`src/rtl/pointer_gesture_classifier_macros.svh`:
```
// assertion helpers for the top-level rtl file
`ifndef POINTER_GESTURE_CLASSIFIER_MACROS_SVH
`define POINTER_GESTURE_CLASSIFIER_MACROS_SVH

// same-cycle implication, checked out of reset
`define PGC_ASSERT_NOW(label, ante, cons) \
    label: assert property (@(posedge clk) disable iff (!rst_n) (ante) |-> (cons)) \
        else $error("pgc check failed");

// next-cycle implication, checked out of reset
`define PGC_ASSERT_NEXT(label, ante, cons) \
    label: assert property (@(posedge clk) disable iff (!rst_n) (ante) |=> (cons)) \
        else $error("pgc check failed");

`endif

```
`src/rtl/pgc_pkg.sv`:
```
`default_nettype none

package pgc_pkg;

    localparam int unsigned POS_W    = 12;
    localparam int unsigned OFF_W    = POS_W + 1;
    localparam int unsigned TIMER_W  = 16;
    localparam int unsigned MS_W     = 10;
    localparam int unsigned KEY_W    = 6;
    localparam int unsigned CFG_IDX_W = 3;
    localparam int unsigned CFG_DAT_W = 16;

    localparam logic [POS_W-1:0]   NEAR_LIMIT = 12'd10;
    localparam logic [TIMER_W-1:0] TIMER_MAX  = 16'hFFFF;

    // configuration register indexes
    localparam logic [CFG_IDX_W-1:0] REG_SWIPE_LIMIT  = 3'd0;
    localparam logic [CFG_IDX_W-1:0] REG_CLICK_RADIUS = 3'd1;
    localparam logic [CFG_IDX_W-1:0] REG_DRAG_STEP    = 3'd2;
    localparam logic [CFG_IDX_W-1:0] REG_AXIS_RATIO   = 3'd3;
    localparam logic [CFG_IDX_W-1:0] REG_HOLD_LIMIT   = 3'd4;

    // key edge bit positions
    localparam int unsigned BIT_LEFT      = 0;
    localparam int unsigned BIT_RIGHT     = 1;
    localparam int unsigned BIT_ROTATE    = 2;
    localparam int unsigned BIT_START     = 3;
    localparam int unsigned BIT_PAUSE     = 4;
    localparam int unsigned BIT_HARD_DROP = 5;

    typedef enum logic [2:0] {
        ACT_NONE      = 3'd0,
        ACT_LEFT      = 3'd1,
        ACT_RIGHT     = 3'd2,
        ACT_ROTATE    = 3'd3,
        ACT_HARD_DROP = 3'd4,
        ACT_START     = 3'd5,
        ACT_PAUSE     = 3'd6
    } action_t;

    typedef struct packed {
        logic [11:0] swipe_limit;
        logic [11:0] click_radius;
        logic [11:0] drag_step;
        logic [7:0]  axis_ratio;
        logic [15:0] hold_limit;
    } cfg_t;

    // gesture tracking state; drag_offset is two's complement
    typedef struct packed {
        logic             pressed;
        logic             click_pending;
        logic             swipe_pending;
        logic             horizontal_drag;
        logic [POS_W-1:0] origin_x;
        logic [POS_W-1:0] origin_y;
        logic [OFF_W-1:0] drag_offset;
    } gesture_t;

    // magnitude of a signed offset in -4095..4095
    function automatic logic [POS_W-1:0] mag_off(input logic [OFF_W-1:0] v);
        logic [OFF_W-1:0] neg;
        begin
            neg = -v;
            mag_off = v[OFF_W-1] ? neg[POS_W-1:0] : v[POS_W-1:0];
        end
    endfunction

    // signed difference of two pixel positions
    function automatic logic [OFF_W-1:0] pos_diff(input logic [POS_W-1:0] a,
                                                  input logic [POS_W-1:0] b);
        begin
            pos_diff = {1'b0, a} - {1'b0, b};
        end
    endfunction

endpackage

`default_nettype wire

```
`src/rtl/pgc_track.sv`:
```
`default_nettype none

module pgc_track
    import pgc_pkg::*;
(
    input  cfg_t              cfg,
    input  gesture_t          cur,
    input  logic              button_down,
    input  logic [POS_W-1:0]  pos_x,
    input  logic [POS_W-1:0]  pos_y,
    output gesture_t          nxt
);

    logic [OFF_W-1:0] dx;
    logic [OFF_W-1:0] dy;
    logic [POS_W-1:0] ax;
    logic [POS_W-1:0] ay;
    logic [19:0]      y_scaled;
    logic [19:0]      x_scaled;
    logic             is_horizontal;
    logic [23:0]      ax_sq;
    logic [23:0]      ay_sq;
    logic [24:0]      dist_sq;
    logic [23:0]      radius_sq;
    logic             is_swipe;
    logic             is_click;

    assign dx = pos_diff(pos_x, cur.origin_x);
    assign dy = pos_diff(pos_y, cur.origin_y);
    assign ax = mag_off(dx);
    assign ay = mag_off(dy);

    // horizontal when |dy| * ratio / 16 < |dx|
    assign y_scaled      = 20'(ay) * 20'(cfg.axis_ratio);
    assign x_scaled      = {4'b0000, ax, 4'b0000};
    assign is_horizontal = y_scaled < x_scaled;

    assign ax_sq     = 24'(ax) * 24'(ax);
    assign ay_sq     = 24'(ay) * 24'(ay);
    assign dist_sq   = {1'b0, ax_sq} + {1'b0, ay_sq};
    assign radius_sq = 24'(cfg.click_radius) * 24'(cfg.click_radius);

    // downward far enough with sideways under half the limit
    assign is_swipe = ($signed({dy[OFF_W-1], dy}) > $signed({2'b00, cfg.swipe_limit}))
                   && ({ax, 1'b0} < {1'b0, cfg.swipe_limit});
    assign is_click = dist_sq < {1'b0, radius_sq};

    always_comb
    begin
        nxt = cur;
        if (button_down && !cur.pressed)
        begin
            nxt.pressed         = 1'b1;
            nxt.origin_x        = pos_x;
            nxt.origin_y        = pos_y;
            nxt.drag_offset     = '0;
            nxt.click_pending   = 1'b0;
            nxt.swipe_pending   = 1'b0;
            nxt.horizontal_drag = 1'b0;
        end
        else if (button_down && cur.pressed)
        begin
            nxt.drag_offset = dx;
            if ((ax > NEAR_LIMIT) || (ay > NEAR_LIMIT))
            begin
                nxt.horizontal_drag = is_horizontal;
            end
        end
        else if (!button_down && cur.pressed)
        begin
            if (is_swipe)
            begin
                nxt.swipe_pending = 1'b1;
            end
            else if (is_click)
            begin
                nxt.click_pending = 1'b1;
            end
            nxt.pressed         = 1'b0;
            nxt.drag_offset     = '0;
            nxt.horizontal_drag = 1'b0;
        end
    end

endmodule

`default_nettype wire

```
`src/rtl/pgc_decide.sv`:
```
`default_nettype none

module pgc_decide
    import pgc_pkg::*;
(
    input  cfg_t                cfg,
    input  gesture_t            trk,
    input  logic [POS_W-1:0]    pos_x,
    input  logic [KEY_W-1:0]    key_edges,
    input  logic                soft_key_held,
    input  logic [MS_W-1:0]     frame_ms,
    input  logic [TIMER_W-1:0]  hold_timer,
    output gesture_t            nxt,
    output action_t             act,
    output logic [TIMER_W-1:0]  hold_timer_next,
    output logic                soft_drop
);

    logic [POS_W-1:0]   off_mag;
    logic               drag_move;
    logic               drag_right;
    logic [POS_W-1:0]   moved_origin;
    logic [TIMER_W:0]   timer_sum;
    logic [TIMER_W-1:0] timer_sat;

    assign off_mag    = mag_off(trk.drag_offset);
    assign drag_right = !trk.drag_offset[OFF_W-1] && (trk.drag_offset != '0);
    assign drag_move  = trk.pressed && trk.horizontal_drag && (off_mag >= cfg.drag_step);
    // never passes the pointer, so no wrap
    assign moved_origin = drag_right ? (trk.origin_x + cfg.drag_step)
                                     : (trk.origin_x - cfg.drag_step);

    always_comb
    begin
        nxt = trk;
        act = ACT_NONE;
        if (trk.swipe_pending)
        begin
            nxt.swipe_pending = 1'b0;
            act = ACT_HARD_DROP;
        end
        else if (trk.click_pending)
        begin
            nxt.click_pending = 1'b0;
            act = ACT_ROTATE;
        end
        else if (drag_move)
        begin
            nxt.origin_x    = moved_origin;
            nxt.drag_offset = pos_diff(pos_x, moved_origin);
            act = drag_right ? ACT_RIGHT : ACT_LEFT;
        end
        else if (key_edges[BIT_LEFT])
        begin
            act = ACT_LEFT;
        end
        else if (key_edges[BIT_RIGHT])
        begin
            act = ACT_RIGHT;
        end
        else if (key_edges[BIT_ROTATE])
        begin
            act = ACT_ROTATE;
        end
        else if (key_edges[BIT_START])
        begin
            act = ACT_START;
        end
        else if (key_edges[BIT_PAUSE])
        begin
            act = ACT_PAUSE;
        end
        else if (key_edges[BIT_HARD_DROP])
        begin
            act = ACT_HARD_DROP;
        end
    end

    // saturating hold timer, cleared while released
    assign timer_sum = {1'b0, hold_timer} + {{(TIMER_W + 1 - MS_W){1'b0}}, frame_ms};
    assign timer_sat = timer_sum[TIMER_W] ? TIMER_MAX : timer_sum[TIMER_W-1:0];

    always_comb
    begin
        if (trk.pressed)
        begin
            hold_timer_next = timer_sat;
        end
        else
        begin
            hold_timer_next = '0;
        end
    end

    assign soft_drop = soft_key_held || (trk.pressed && (timer_sat > cfg.hold_limit));

endmodule

`default_nettype wire

```
`src/rtl/pointer_gesture_classifier.sv`:
```
// Pointer gesture classifier: one frame tick (button, position, key edges,
// soft-key hold, frame time) in, one result (action code, soft-drop flag) out.
// A tick is accepted on in_valid with in_stall low and captured in the input
// register; its result is then loaded into the output register, and while
// out_stall is low a new tick can be taken every cycle, so sustained
// throughput is one tick per clock. The output register holds a valid result
// while out_stall is high and the input register backs up behind it; in_stall
// only rises when both are full and the consumer stalls. Gesture state (press,
// origin, drag offset, pending flags, hold timer) is updated at the same edge
// that loads the result, so back-to-back ticks see each other's effect.
// Configuration writes (always ready) take effect on the next tick and should
// only be issued while no tick is in flight; indexes beyond the hold limit
// register are ignored.
`default_nettype none

`include "pointer_gesture_classifier_macros.svh"

module pointer_gesture_classifier
    import pgc_pkg::*;
(
    input  logic                  clk,
    input  logic                  rst_n,

    // configuration write channel
    input  logic                  cfg_valid,
    output logic                  cfg_ready,
    input  logic [CFG_IDX_W-1:0]  cfg_index,
    input  logic [CFG_DAT_W-1:0]  cfg_data,

    // frame tick channel
    input  logic                  in_valid,
    output logic                  in_stall,
    input  logic                  button_down,
    input  logic [POS_W-1:0]      pos_x,
    input  logic [POS_W-1:0]      pos_y,
    input  logic [KEY_W-1:0]      key_edges,
    input  logic                  soft_key_held,
    input  logic [MS_W-1:0]       frame_ms,

    // result channel
    output logic                  out_valid,
    input  logic                  out_stall,
    output logic [2:0]            action,
    output logic                  soft_drop
);

    // configuration registers
    cfg_t cfg_reg;

    // input register
    logic               in_valid_reg;
    logic               button_down_reg;
    logic [POS_W-1:0]   pos_x_reg;
    logic [POS_W-1:0]   pos_y_reg;
    logic [KEY_W-1:0]   key_edges_reg;
    logic               soft_key_held_reg;
    logic [MS_W-1:0]    frame_ms_reg;

    // gesture state
    gesture_t           gesture_reg;
    gesture_t           gesture_tracked;
    gesture_t           gesture_next;
    logic [TIMER_W-1:0] hold_timer_reg;
    logic [TIMER_W-1:0] hold_timer_next;

    // result register
    logic               out_valid_reg;
    action_t            action_reg;
    action_t            action_next;
    logic               soft_drop_reg;
    logic               soft_drop_next;

    logic               advance;

    // the result slot is free or being drained this cycle
    assign advance   = !out_valid_reg || !out_stall;
    assign in_stall  = in_valid_reg && !advance;
    assign cfg_ready = 1'b1;

    assign out_valid = out_valid_reg;
    assign action    = action_reg;
    assign soft_drop = soft_drop_reg;

    // configuration writes
    always_ff @(posedge clk or negedge rst_n)
    begin
        if (!rst_n)
        begin
            cfg_reg.swipe_limit  <= 12'd100;
            cfg_reg.click_radius <= 12'd20;
            cfg_reg.drag_step    <= 12'd40;
            cfg_reg.axis_ratio   <= 8'd24;
            cfg_reg.hold_limit   <= 16'd300;
        end
        else if (cfg_valid && cfg_ready)
        begin
            case (cfg_index)
                REG_SWIPE_LIMIT:  cfg_reg.swipe_limit  <= cfg_data[11:0];
                REG_CLICK_RADIUS: cfg_reg.click_radius <= cfg_data[11:0];
                REG_DRAG_STEP:    cfg_reg.drag_step    <= cfg_data[11:0];
                REG_AXIS_RATIO:   cfg_reg.axis_ratio   <= cfg_data[7:0];
                REG_HOLD_LIMIT:   cfg_reg.hold_limit   <= cfg_data[15:0];
                default:          ;
            endcase
        end
    end

    // input register: control
    always_ff @(posedge clk or negedge rst_n)
    begin
        if (!rst_n)
        begin
            in_valid_reg <= 1'b0;
        end
        else if (!in_stall)
        begin
            in_valid_reg <= in_valid;
        end
    end

    // input register: payload, loaded on each accepted transaction
    always_ff @(posedge clk)
    begin
        if (in_valid && !in_stall)
        begin
            button_down_reg   <= button_down;
            pos_x_reg         <= pos_x;
            pos_y_reg         <= pos_y;
            key_edges_reg     <= key_edges;
            soft_key_held_reg <= soft_key_held;
            frame_ms_reg      <= frame_ms;
        end
    end

    // press / drag / release update
    pgc_track u_track (
        .cfg         (cfg_reg),
        .cur         (gesture_reg),
        .button_down (button_down_reg),
        .pos_x       (pos_x_reg),
        .pos_y       (pos_y_reg),
        .nxt         (gesture_tracked)
    );

    // action priority and soft drop
    pgc_decide u_decide (
        .cfg             (cfg_reg),
        .trk             (gesture_tracked),
        .pos_x           (pos_x_reg),
        .key_edges       (key_edges_reg),
        .soft_key_held   (soft_key_held_reg),
        .frame_ms        (frame_ms_reg),
        .hold_timer      (hold_timer_reg),
        .nxt             (gesture_next),
        .act             (action_next),
        .hold_timer_next (hold_timer_next),
        .soft_drop       (soft_drop_next)
    );

    // state and result commit together when the tick moves on
    always_ff @(posedge clk or negedge rst_n)
    begin
        if (!rst_n)
        begin
            gesture_reg    <= '0;
            hold_timer_reg <= '0;
            out_valid_reg  <= 1'b0;
        end
        else if (advance)
        begin
            out_valid_reg <= in_valid_reg;
            if (in_valid_reg)
            begin
                gesture_reg    <= gesture_next;
                hold_timer_reg <= hold_timer_next;
            end
        end
    end

    always_ff @(posedge clk)
    begin
        if (advance && in_valid_reg)
        begin
            action_reg    <= action_next;
            soft_drop_reg <= soft_drop_next;
        end
    end

    // released pointer leaves no timer, drag offset or drag direction behind
    `PGC_ASSERT_NOW(a_release_clears_timer, !gesture_reg.pressed, hold_timer_reg == '0)
    `PGC_ASSERT_NOW(a_release_clears_drag, !gesture_reg.pressed,
        (gesture_reg.drag_offset == '0) && !gesture_reg.horizontal_drag)
    // a pending swipe or click is reported by the same tick that raised it
    `PGC_ASSERT_NEXT(a_pending_consumed, in_valid_reg && advance,
        !gesture_reg.click_pending && !gesture_reg.swipe_pending)
    // a tick leaving the input register always lands in the result register
    `PGC_ASSERT_NEXT(a_tick_reaches_output, in_valid_reg && advance, out_valid_reg)
    // backpressure only when both register stages are occupied
    `PGC_ASSERT_NOW(a_stall_only_when_full, in_stall, in_valid_reg && out_valid_reg)

endmodule

`default_nettype wire

```
`config.mk`:
```
export PLATFORM = sky130hd
export DESIGN_NAME = pointer_gesture_classifier
export DESIGN_NICKNAME = d
export VERILOG_FILES = /design/src/rtl/pgc_pkg.sv /design/src/rtl/pgc_track.sv /design/src/rtl/pgc_decide.sv /design/src/rtl/pointer_gesture_classifier.sv
export VERILOG_INCLUDE_DIRS = /design/src /design/src/rtl
export SDC_FILE = /design/constraint.sdc
export NUM_CORES = 1
export LEC_CHECK = 0
export ABC_AREA = 1
export BUFFER_PORTS_ARGS = -buffer_cell sky130_fd_sc_hd__buf_2
export CORE_MARGIN = 2
export CORE_UTILIZATION = 40
export CTS_CLUSTER_SIZE = 30
export DETAILED_ROUTE_END_ITERATION = 8
export GPL_TIMING_DRIVEN = 0
export HOLD_SLACK_MARGIN = 0.02
export PLACE_DENSITY = 0.65
export SLEW_MARGIN = 20
export SYNTH_ARGS = -nofsm -noshare
export SYNTH_HDL_FRONTEND = slang
export SYNTH_SLANG_ARGS = --single-unit
```
`constraint.sdc`:
```
create_clock -name clk -period 9.4 [get_ports clk]
set_input_delay 0.94 -clock clk [delete_from_list [all_inputs] [get_ports clk]]
set_output_delay 0.94 -clock clk [all_outputs]
set_load 0.1 [all_outputs]
```
; Yosys cells after proc, flatten, opt, wreduce, memory -nomap -nowiden
; Index checks and enable logic that the tools add are counted.
[totals]
regBits = 164
inputBits = 66
out_inout_bits = 7
wordCells = 112
[op_classes]
add_sub_neg = 10
multipliers = 4
n_lt_le_gt_ge = 8
n_eq_ne = 4
mux = 34
n_reduce_logical = 30
[op_table]
columns = cell, n
row1 = 2-to-1 mux 12 bit, 7
row2 = 2-to-1 mux 13 bit, 6
row3 = multiplier 12 x 12 -> 24 bit, 3
row4 = subtractor 12 x 12 -> 13 bit, 3
row5 = negation 12 bit, 3
row6 = 2-to-1 mux 16 bit, 2
row7 = 2-to-1 mux 3 bit, 9
row8 = adder 24 x 24 -> 25 bit, 1
row9 = < comparator 25 x 24 -> 1 bit, 1
row10 = > comparator 12 x 4 -> 1 bit (second input constant), 2
row11 = 2-to-1 mux 24 bit, 1
row12 = < comparator 20 x 16 -> 1 bit, 1
row13 = multiplier 12 x 8 -> 20 bit, 1
row14 = adder 16 x 10 -> 17 bit, 1
row15 = > comparator 16 bit, 1
row16 = > comparator 13 bit, 1
row17 = < comparator 13 x 12 -> 1 bit, 1
row18 = nonzero test 13 bit, 1
row19 = adder 12 bit, 1
row20 = >= comparator 12 bit, 1
row21 = AND reduction 2 bit, 6
row22 = subtractor 12 bit, 1
row23 = logical AND 1 bit, 11
row24 = 2-to-1 mux 4 bit, 2
row25 = 9 further kinds, 23

; Depth between registers and ports, before layout
[logic_depth]
ltp_word = 16
ltp_mapped = 60
mapped_depth_nobuf = 59

; By module
; Synthesis repeated with hierarchy kept, for this count alone.
[hier_totals]
hier_cells = 3652
hier_area_um2 = 28257.1
[by_module_without_submodules]
columns = module, instances, cells_per_inst, area_per_inst_um2, seq_area_each_um2
row1 = pgc_track, 1, 2438, 18426.4, 0.0
row2 = pointer_gesture_classifier, 1, 572, 6075.8, 4375.4
row3 = pgc_decide, 1, 642, 3754.9, 0.0

; Worst setup path before layout
; Ideal clock, no wire load.
[synth_timing]
path_kind = register -> register
start = reg pos_x_reg[0]
end = reg action_reg[2] (netlist: action[2]) (data pin)
setup_ns = 0.253
t_arrival_ns = 9.211
required_ns = 9.147
slack_ns = -0.064
path_stages_with_launch = 51
n_path_buf = 2
cell_sequence = edfxtp_1 -> inv_1 -> ha_1 -> inv_1 -> fa_1 -> inv_1 -> ha_1 -> a21boi_0 -> nand3_1 -> nor2_1 -> nand3_1 -> nor2_1 -> nand3_1 -> nand2_1 -> nand2_1 -> nand2_2 -> clkinv_1 -> nor2_1 -> (+15 left out) -> o21ai_0 -> a21boi_0 -> xnor2_1 -> ha_1 -> nand2_1 -> nor2_1 -> a211oi_1 -> nand2_1 -> nand2_1 -> nand2_1 -> a21oi_1 -> nand3_1 -> nand2_1 -> nand2_1 -> buf_4 -> buf_6 -> nand3_1 -> nand2_1
[synth_via]
elab_chain_len = 12
word_cells_on_any_way = 28
[synth_rtl]
columns = element, line
row1 = "start, declared", pointer_gesture_classifier.sv:53  ; logic [POS_W-1:0] pos_x_reg;
row2 = "start signal, assigned", pointer_gesture_classifier.sv:127  ; pos_x_reg <= pos_x;
row3 = subtractor 12 x 12 -> 13 bit (*), pgc_pkg.sv:73  ; pos_diff = {1'b0, a} - {1'b0, b};
row4 = negation 12 bit, pgc_pkg.sv:64  ; neg = -v;
row5 = 2-to-1 mux 12 bit, pgc_pkg.sv:65  ; mag_off = v[OFF_W-1] ? neg[POS_W-1:0] : v[POS_W-1:0];
row6 = multiplier 12 x 12 -> 24 bit or > comparator 12 x 4 -> 1 bit (tied branches), "pgc_track.sv:38, pgc_track.sv:64"
row7 = adder 24 x 24 -> 25 bit or logical OR 1 bit (tied branches), "pgc_track.sv:40, pgc_track.sv:64"
row8 = < comparator 25 x 24 -> 1 bit or 2-to-1 mux 1 bit (tied branches), "pgc_track.sv:46, pgc_track.sv:64"
row9 = "2-to-1 mux 1 bit, on equally long branches", "pgc_track.sv:75, pgc_track.sv:61"
row10 = 2-to-1 mux 1 bit or 2-to-1 mux 4 bit (tied branches), "pgc_track.sv:71, pgc_track.sv:51"
row11 = 2-to-1 mux 4 bit or logical AND 1 bit (tied branches), "pgc_track.sv:69, pgc_decide.sv:28"
row12 = 2-to-1 mux 3 bit or logical AND 1 bit (tied branches), "pgc_track.sv:61, pgc_decide.sv:28"
row13 = 2-to-1 mux 4 bit or 2-to-1 mux 3 bit (tied branches), "pgc_track.sv:51, pgc_decide.sv:47"
row14 = 2-to-1 mux 3 bit, pgc_decide.sv:42  ; else if (trk.click_pending)
row15 = "end signal, assigned", pointer_gesture_classifier.sv:184  ; action_reg <= action_next;
row16 = "end, declared", pointer_gesture_classifier.sv:68  ; action_t action_reg;
; Mark *: on every way between the ends. The rest lies on a longest branch, timed or not.
; A chain may end at the register's enable or synchronous reset.

; Worst setup path in the final report
[layout_timing]
start = reg pos_x_reg[0]
end = reg gesture_reg[33] in the netlist's numbering
[layout_via]
elab_chain_len = 13
word_cells_on_any_way = 36
[layout_rtl]
columns = element, line
row1 = subtractor 12 x 12 -> 13 bit, pgc_pkg.sv:73
row2 = negation 12 bit, pgc_pkg.sv:64
row3 = 2-to-1 mux 12 bit, pgc_pkg.sv:65
row4 = multiplier 12 x 12 -> 24 bit or > comparator 12 x 4 -> 1 bit (tied branches), "pgc_track.sv:38, pgc_track.sv:64"
row5 = adder 24 x 24 -> 25 bit or logical OR 1 bit (tied branches), "pgc_track.sv:40, pgc_track.sv:64"
row6 = < comparator 25 x 24 -> 1 bit or 2-to-1 mux 1 bit (tied branches), "pgc_track.sv:46, pgc_track.sv:64"
row7 = "2-to-1 mux 1 bit, on equally long branches", "pgc_track.sv:75, pgc_track.sv:61"
row8 = 2-to-1 mux 1 bit or 2-to-1 mux 4 bit (tied branches), "pgc_track.sv:71, pgc_track.sv:51"
row9 = 2-to-1 mux 4 bit or logical AND 1 bit (tied branches), "pgc_track.sv:69, pgc_decide.sv:28"
row10 = 2-to-1 mux 3 bit or logical AND 1 bit (tied branches), "pgc_track.sv:61, pgc_decide.sv:28"
row11 = 2-to-1 mux 4 bit or 2-to-1 mux 12 bit (tied branches), "pgc_track.sv:51, pgc_decide.sv:47"
row12 = 2-to-1 mux 12 bit, pgc_decide.sv:42
row13 = 2-to-1 mux 12 bit (*), pgc_decide.sv:37  ; if (trk.swipe_pending)
row14 = "end signal, assigned", pointer_gesture_classifier.sv:174  ; gesture_reg <= gesture_next;
row15 = "end, declared", pointer_gesture_classifier.sv:60  ; gesture_t gesture_reg;
; Marked as above.

==> summary.md <==
| Metric | Value |
|---|---|
| Final Cycle Share | 1.04 |
| CTS Buffer Depth | 2 |
| Initial Util | 0.404 |
| Async SR Flop Fraction | 0.720 |
| Clk slew on worst S/H paths | 70 ps |
| Gpl congestion | 0.912 |
| Remaining DRCs | 0 |
| WL final | 73600 um |
| Core Area | 67300 um2 |
| Post-synth EDFFs | 46 |
| Number of global-route vias before repair | 23300 |
| PortBufs | 71 |
| Skew final | 19.8 ps |
| CTS sink cnt | 164 |
| Pre-CTS setup slack | -2410 ps |
| # nets final | 4398 |
| Worst path buffer plus inverter count | 34 |
| Worst setup margin | -338 ps |
| Unrepaired setup endpoints after global routing | true |
| Initial antenna violation count | 0 |
| Setup violations, final | 28 |
| Total CTS buffers | 17 |
| Crit end category | register |
| Layout cells sized above 1 | 0.155 |
| CP required | 9740 ps |
| Crit Path Class | reg -> reg |
| Synth warnings | 0 |
| Final hold viol count | 0 |
| Post-Syn Instances | 3436 |
| Max-cap violations | 0 |
| Hold Crit Class | in -> async |
| Ys flop type | dfrtp_1 |
| N_diodes | 0 |
| Number of flip-flops in the largest register | 60 |
| CTS root buf | clkbuf_16 |
| Final Critical Period | 9740 ps |
| Die height | 265 um |
| Tot GR Track Use | 0.214 |
| Cell area after synthesis | 27200 um2 |
| Post-synth cell types | 56 |
| Slowest cell on the critical path | edfxtp_1 |
| Area grow syn2layout | 16.9% |
| WL/cell | 16.2 um |
| H-tree levels | 4 |
| Worst Path Arrival | 10080 ps |
| Top delay family on crit path | buffers and inverters |
| Failing checks | setup timing |
| Pre-Repair DR Iteration Count | 5 |
| Antenna violation net count after detailed routing | 0 |
| FMAX | 0.103 GHz |
| Max Slew Vio Count | 0 |
| Global-route wire length before repair | 119000 um |
| Skew-Pair Late Insertion Delay | 460 ps |
| Max-slew headroom | 0.389 |
| Critical Path Most Common Cell | buf_4 |
| CP peak stage delay | 450 ps |
| Status | finished with violations |
| Hold_buf cts | 0 |
| DR vias | 22800 |
| Routed vias/inst | 5.04 |
| Post-DP HPWL | 57600 um |
| Die ar. | 70100 um2 |
| # IOs | 73 |
| Syn nets | 4189 |
| Post-synthesis sequential area ratio | 0.160 |
| Startpoint Class | register |
| Worst slew pin tran | 917 ps |
| Flops & latches, synth | 164 |
| Row cnt | 95 |
| Syn avg cell area | 7.91 um2 |
| CTS tree | yes |
| Congestion Overflow GR | 0 |
| Die width | 265 um |
| Max FO, Critical Path | 6 |
| Iter 0 DRT Violations | 1337 |
| Largest net degree at the start of global routing | 77 |
[cells by family after synthesis]
kind of cell             Yosys count  share of synthesized area
XOR/XNOR                         118                     0.0387
AND/OR/NAND/NOR                 1191                      0.184
adder cells (fa/ha/maj)          687                      0.411
buffers and inverters            885                      0.125
multiplexers                       1                   0.000414
AO/OA/AOI/OAI                    389                     0.0811
other                              1                   0.000138
flip-flops                       164                      0.160
[routing by layer]
layer	share of wire	wire, um	vias to the layer above	global-route usage
li1	-	-	11100	-
met1	0.42	31300	11000	0.272
met2	0.49	36100	603	0.378
met3	0.049	3620	125	0.0242
met4	0.036	2620	0	0.0695
met5	0	0	-	0
[cell usage after synthesis (all sizes together), types with 7 or more instances]
cell	count	area (um2)
dfstp	13	342
nor2	264	1020
inv	794	2980
a31oi	12	75.1
ha	344	4300
or2	10	62.6
nand3	129	698
nand4	55	344
dfrtp	105	2630
xor2	83	746
clkbuf	62	233
o22ai	14	87.6
a21oi	142	737
edfxtp	46	1380
nand2	696	2660
a21boi	9	67.6
buf	19	141
xnor2	35	307
fa	343	6870
nor3	21	105
o21ai	153	773
o21bai	17	128
nand3b	7	52.6
o211ai	7	57.6
clkinv	10	37.5
[layout make-up]
class	instances	area, um2
Timing Repair Buffer	193	1440
Fill cell	6498	35500
Tap cell	873	1090
Clock buffer	17	425
Clock inverter	15	165
Sequential cell	164	4350
Buffer	76	485
Inverter	804	3090
Multi-Input combinational cell	2387	20700
Timing Repair inverter	2	16.3
[timing repair]
item,4_1_cts,5_1_grt
setup endpoints to repair,29,29
setup buffers,91,27
gates resized for setup,214,177
pin swaps,88,116
gates cloned,2,4
[worst paths after layout]
check	startpoint	to	slack, ps	cells after the start
worst min register to register	in_valid_reg$_DFFE_PN0N_	out_valid$_DFFE_PN0N_	470	2
worst max-delay path	pos_x_reg[0]$_DFFE_PP_	gesture_reg[33]$_DFFE_PN0P_	-340	66
min in group clk	in_valid_reg$_DFFE_PN0N_	out_valid$_DFFE_PN0N_	470	2
worst min-delay path	rst_n	hold_timer_reg[3]$_DFFE_PN0P_	370	1
max in group asynchronous	rst_n	gesture_reg[24]$_DFFE_PN0P_	8280	2
worst max register to register	pos_x_reg[0]$_DFFE_PP_	gesture_reg[33]$_DFFE_PN0P_	-340	66
[through the flow]
step | util | TNS, ps | hold WS, ps | cells | area (um2)
finish | 0.472 | -8280 | 369 | 4531 | 31800
global route | 0.472 | -20340 | 381 | 4531 | 31800
CTS | 0.458 | -11310 | 368 | 4502 | 30800
detailed placement | 0.426 | -66870 | 464 | 4382 | 28700
global placement | 0.426 | -65130 | 445 | 4380 | 28600
floorplan | - | 0 | 434 | 3436 | 27200
[placed cells by master (no fill, tap or decap), types with 87 or more instances in the layout]
cell type  instances
a21oi_1          120
buf_4            108
dfrtp_1          105
fa_1             330
ha_1             322
inv_1            765
nand2_1          620
nand3_1           87
nor2_1           221
o21ai_0          140
Power is left out: the tool's default activity adds up to more than one toggle a clock period on the data nets, which glitch-free logic cannot reach.
